### src/rtl/pvas_pkg.sv
// Package for polar_vector_add_sub: item structs, CORDIC constants, arctangent table.
// No dependencies.
`timescale 1ns / 1ps
`default_nettype none
package pvas_pkg;

  localparam int GUARD = 12;
  // Cartesian width: radius 16 + guard 12 + gain/sum growth, signed
  localparam int XW = 34;
  localparam logic [31:0] GAIN_SQ = 32'd1583795537;
  localparam logic [16:0] RADIUS_MAX = 17'd131071;

  typedef struct packed {
    logic        kind;
    logic [15:0] radius_a;
    logic [15:0] angle_a;
    logic [15:0] radius_b;
    logic [15:0] angle_b;
  } in_item_t;

  typedef struct packed {
    logic [16:0] radius_out;
    logic [15:0] angle_out;
  } out_item_t;

  function automatic logic [31:0] atan_lut(input logic [4:0] i);
    logic [31:0] r;
    case (i)
      5'd0: r = 32'h20000000;  5'd1: r = 32'h12E4051D;
      5'd2: r = 32'h09FB385B;  5'd3: r = 32'h051111D4;
      5'd4: r = 32'h028B0D43;  5'd5: r = 32'h0145D7E1;
      5'd6: r = 32'h00A2F61E;  5'd7: r = 32'h00517C55;
      5'd8: r = 32'h0028BE53;  5'd9: r = 32'h00145F2E;
      5'd10: r = 32'h000A2F98; 5'd11: r = 32'h000517CC;
      5'd12: r = 32'h00028BE6; 5'd13: r = 32'h000145F3;
      5'd14: r = 32'h0000A2F9; 5'd15: r = 32'h0000517C;
      5'd16: r = 32'h000028BE; 5'd17: r = 32'h0000145F;
      5'd18: r = 32'h00000A2F; 5'd19: r = 32'h00000517;
      5'd20: r = 32'h0000028B; 5'd21: r = 32'h00000145;
      5'd22: r = 32'h000000A2; 5'd23: r = 32'h00000051;
      5'd24: r = 32'h00000028; 5'd25: r = 32'h00000014;
      5'd26: r = 32'h0000000A; 5'd27: r = 32'h00000005;
      5'd28: r = 32'h00000002; 5'd29: r = 32'h00000001;
      default: r = 32'h00000000;
    endcase
    return r;
  endfunction

endpackage
`default_nettype wire

### src/rtl/pvas_rot_stage.sv
// One registered CORDIC micro-rotation stage, rotation or vectoring mode.
// Depends on pvas_pkg.
`timescale 1ns / 1ps
`default_nettype none
module pvas_rot_stage #(
  parameter int STAGE = 0,
  parameter bit VECTORING = 1'b0
) (
  input  wire logic                     clk,
  input  wire logic signed [pvas_pkg::XW-1:0] x_in,
  input  wire logic signed [pvas_pkg::XW-1:0] y_in,
  input  wire logic [31:0]              z_in,
  output logic signed [pvas_pkg::XW-1:0]      x_out,
  output logic signed [pvas_pkg::XW-1:0]      y_out,
  output logic [31:0]                   z_out
);
  import pvas_pkg::*;

  logic signed [XW-1:0] dx, dy;
  logic [31:0] at;
  logic dir_pos;
  logic sub_x;

  always_comb begin
    dx = y_in >>> STAGE;
    dy = x_in >>> STAGE;
    at = atan_lut(5'(STAGE));
    // rotation: sign of residual angle; vectoring: drive y toward zero
    dir_pos = VECTORING ? !y_in[XW-1] : !z_in[31];
    sub_x = VECTORING ? !dir_pos : dir_pos;
  end

  always_ff @(posedge clk) begin
    if (sub_x) begin
      x_out <= x_in - dx;
      y_out <= y_in + dy;
      z_out <= z_in - at;
    end else begin
      x_out <= x_in + dx;
      y_out <= y_in - dy;
      z_out <= z_in + at;
    end
  end

endmodule
`default_nettype wire
### config.mk
export PLATFORM = sky130hd
export DESIGN_NAME = pvas_rot_stage
export DESIGN_NICKNAME = d
export VERILOG_FILES = /design/src/rtl/pvas_pkg.sv /design/src/rtl/pvas_rot_stage.sv
export SDC_FILE = /design/constraint.sdc
export NUM_CORES = 1
export LEC_CHECK = 0
export ABC_AREA = 1
export BUFFER_PORTS_ARGS = -buffer_cell sky130_fd_sc_hd__buf_2
export CAP_MARGIN = 10
export CORE_MARGIN = 8
export CORE_UTILIZATION = 37
export DETAILED_ROUTE_END_ITERATION = 7
export GPL_TIMING_DRIVEN = 0
export PLACE_DENSITY = 0.59
export SLEW_MARGIN = 20
export SYNTH_ARGS = -nofsm -noshare
export SYNTH_HDL_FRONTEND = slang
export SYNTH_SLANG_ARGS = --single-unit
### constraint.sdc
create_clock -name clk -period 1.85 [get_ports clk]
set_clock_uncertainty 0.1 [all_clocks]
set_input_delay 0 -clock clk [delete_from_list [all_inputs] [get_ports clk]]
set_output_delay 0 -clock clk [all_outputs]
set_load 0.01 [all_outputs]
==> summary.md <==
| Metric | Value |
|---|---|
| Run status | finished clean |
| Die width | 176.7 um |
| Post-synthesis sequential area ratio | 20.74% |
| Synth area leaders | dfxtp_1 21%, nand2_1 18%, ha_1 13% |
| Worst-case clock buffer depth | 2 |
| Setup crit start kind | input port |
| Max_cap viols | 0 |
| Initial Utilization | 37.20% |
| WS Path Type | input port to flip-flop |
| DR vias | 11.00k |
| # rows | 59 |
| Number of synthesized flops with an enable pin | 0 |
| Net switching fraction of the power | 42.51% |
| Min cycle time layout | 1.755 ns |
| Gpl congestion | 0.9928 |
| Flop pwr share | 31.4% |
| Number of global-route vias before repair | 10.74k |
| DRC viols | 0 |
| Initial antenna violation count | 0 |
| Clock Power Share | 24.5% |
| Worst path arrival time | 1.91 ns |
| GR Overflow Total | 0 |
| Vias per inst | 5.061 |
| Share of layout cells above drive strength 1 | 19.68% |
| Pwr Total | 7.966 mW |
| Hold/Removal Path Class | input port to flip-flop |
| CP Max Fanout | 9 |
| Average size of a mapped cell | 6.032 um2 |
| Most frequent cell after synthesis | nand2_1 |
| Total GRT Usage | 24.11% |
| Switching power | 3.387 mW |
| Buffers on Ports | 199 |
| Synth Area in XOR/XNOR | 2.108% |
| IO Pins | 201 |
| P&R area growth vs syn | 23.73% |
| #FFs+latches synth | 99 |
| Synth top area share | 20.74% |
| Post-synth top flop | dfxtp_1 |
| Synth warnings | 0 |
| Initial DRT Pass Iterations | 7 |
| Ys async rst share | 0% |
| Commonest cells post-synth | 464 x nand2_1, 238 x inv_1, 163 x nand3_1 |
| Clk sinks | 99 |
| Syn_nets | 1789 |
| Setup violators final | 0 |
| TritonCTS clock tree | built |
| Fin. Hold Viols | 0 |
| Synth Area in Simple Gates | 36.18% |
| Core Util, Final | 46.02% |
| Post-DR wirelength/cell | 17.81 um |
| CTS Buf Count | 9 |
| CP Capture Type | flip-flop |
| Sequential Area | 1982 um2 |
| Worst Hold Endpoint | y_out[33] |
| N_diodes | 0 |
| Syn Std Cell Area | 9555 um2 |
| Combinational group share of total power | 44.1% |
| H-tree levels | 3 |
| Die height | 176.7 um |
| Die ar. | 31220 um2 |
| ANT nets after route | 0 |
| RSZ-0062 raised after global routing | true |
| FMAX | 569.7 MHz |
| Worst VDD drop | 0.0004078 V |
| Fin crit share | 94.89% |
| Routed WL | 38730 um |
| Clock transition at path regs | 0.08 ns |
| # nets final | 2039 |
| First-pass GRT wire length | 58560 um |
| Complex-gate fraction of the synthesized area | 13.75% |
| Hold path cells | 5 |
| Power density cells | 673.8 nW/um2 |
| Min Hold Slack | 0.007191 ns |
| Area leader, netlist | dfxtp_1 |
| Distinct cells, synth | 46 |
| Core area | 25690 um2 |
| Fill count | 2761 |
| Rel. slew slack | 27.37% |
| Mapped Cells | 1584 |
| Post-DP HPWL | 31740 um |
| Largest family of logic cells by synthesized area | simple AND/OR/NAND/NOR gates |
| Multi-input logic area | 6477 um2 |
| Required @ worst endpoint | 2.00 ns |
| Root buf cell | clkbuf_16 |
| Worst-margin pin slew | 1.089 ns |
| Largest net degree at the start of global routing | 19 |
| Post-synthesis mux area share | 0.1048% |
| Max Slew Vio Count | 0 |
| Static leakage | 6.406 nW |
| Internal power | 4.580 mW |
| DRT iter0 DRCs | 800 |
| Min-delay src | x_in[33] |
| Adder-cell area share of the yosys netlist | 13.93% |
-- sequential cells by signal, summed over array words and instances (netlist names) --
register / flops
x_out: 34
y_out: 33
z_out: 32
-- metal layers --
metal | routed length [um] | track usage [%] | up-vias
met5 | 0 | 0 | -
met4 | 869 | 7.776 | 0
met3 | 3240 | 4.075 | 59
met2 | 16920 | 38.65 | 460
met1 | 17690 | 32.36 | 4982
li1 | - | - | 5501
-- kinds of logic (layout without fill, tap and decap cells) --
group,count (synthesis),in the layout
and+or+nand+nor,810,810
muxes,1,1
xor gates and xnor gates,23,23
buffers and inverters,308,563
adders and majority gates,104,104
AOI/OAI and AO/OA,239,239
DFF,99,99
-- cell type report --
class,count,share of cell area [%]
tap,335,3.545
clock buffer,9,1.905
sequential,99,16.76
inverter,264,8.403
timing repair buffer,239,11.73
multi-input combinational,1177,54.79
buffer,44,2.360
clock inverter,7,0.5080
-- layout by cell type (no fill, tap or decap), drive strengths merged --
master	count
a31oi	2
inv	266
nor4	4
xnor2	1
nor2	123
or2	6
nand3	164
o22ai	7
nand3b	3
xor2	22
o21bai	16
a21oi	113
nor3	16
o21ai	87
nand2	479
clkbuf	18
buf	238
o21a	3
fa	4
nand4	14
mux2i	1
a21o	5
clkinvlp	2
dfxtp	99
ha	100
clkinv	3
and2	1
o211ai	4
dlygate4sd3	36
a21boi	2
-- worst max-delay path by stage --
stage,to,from,cells past startpoint
final,y_out[25],x_in[5],13
after global routing,x_out[23],x_in[9],14
after CTS,x_out[24],x_in[0],14
after detailed placement,y_out[32],y_in[0],14
after global placement,y_out[24],y_in[0],14
after floorplan,x_out[32],x_in[0],13
-- metrics by stage --
| step | instance area [um2] | setup TNS (ns) | setup WS (ns) | cells |
|---|---|---|---|---|
| 2_1_floorplan | 9555 | 0 | 0.2037 | 1584 |
| 3_3_place_gp | 10970 | -13.61 | -0.4658 | 2118 |
| 3_5_place_dp | 10970 | -13.54 | -0.4616 | 2118 |
| 4_1_cts | 11630 | -0.01921 | -0.01921 | 2170 |
| 5_1_grt | 11820 | -0.05257 | -0.01775 | 2174 |
| 6_report | 11820 | 0 | 0.09454 | 2174 |
-- power by group through the flow --
stage | combinational, mW | clock [mW] | sequential (mW)
after floorplan | 1.89 | 0 | 2.73
after global placement | 3.29 | 0 | 2.54
after detailed placement | 3.29 | 0 | 2.55
after CTS | 3.39 | 2.00 | 2.51
after global routing | 3.87 | 2.08 | 2.53
final | 3.51 | 1.95 | 2.50
-- repair_timing --
item                                   in CTS  in global routing
gates cloned                                0                  0
pin swaps                                   0                  6
setup endpoints to repair                   7                 35
gates resized for setup                     3                 57
buffers inserted                            0                  4
hold buffers                               36                  0
endpoints found under the hold margin      37                  0
-- critical path, cell delays in order --
cell and delay [ns]:
buf_2 0.10, inv_1 0.04, ha_1 0.26, buf_4 0.19, nand2_2 0.13, nor2_2 0.20
nand2_1 0.16, o211ai_2 0.30, nand2_1 0.17, nand3_1 0.12, nand2_1 0.05, nand3_1 0.08
nand2_1 0.09
Power figures use the tool's default switching activity.
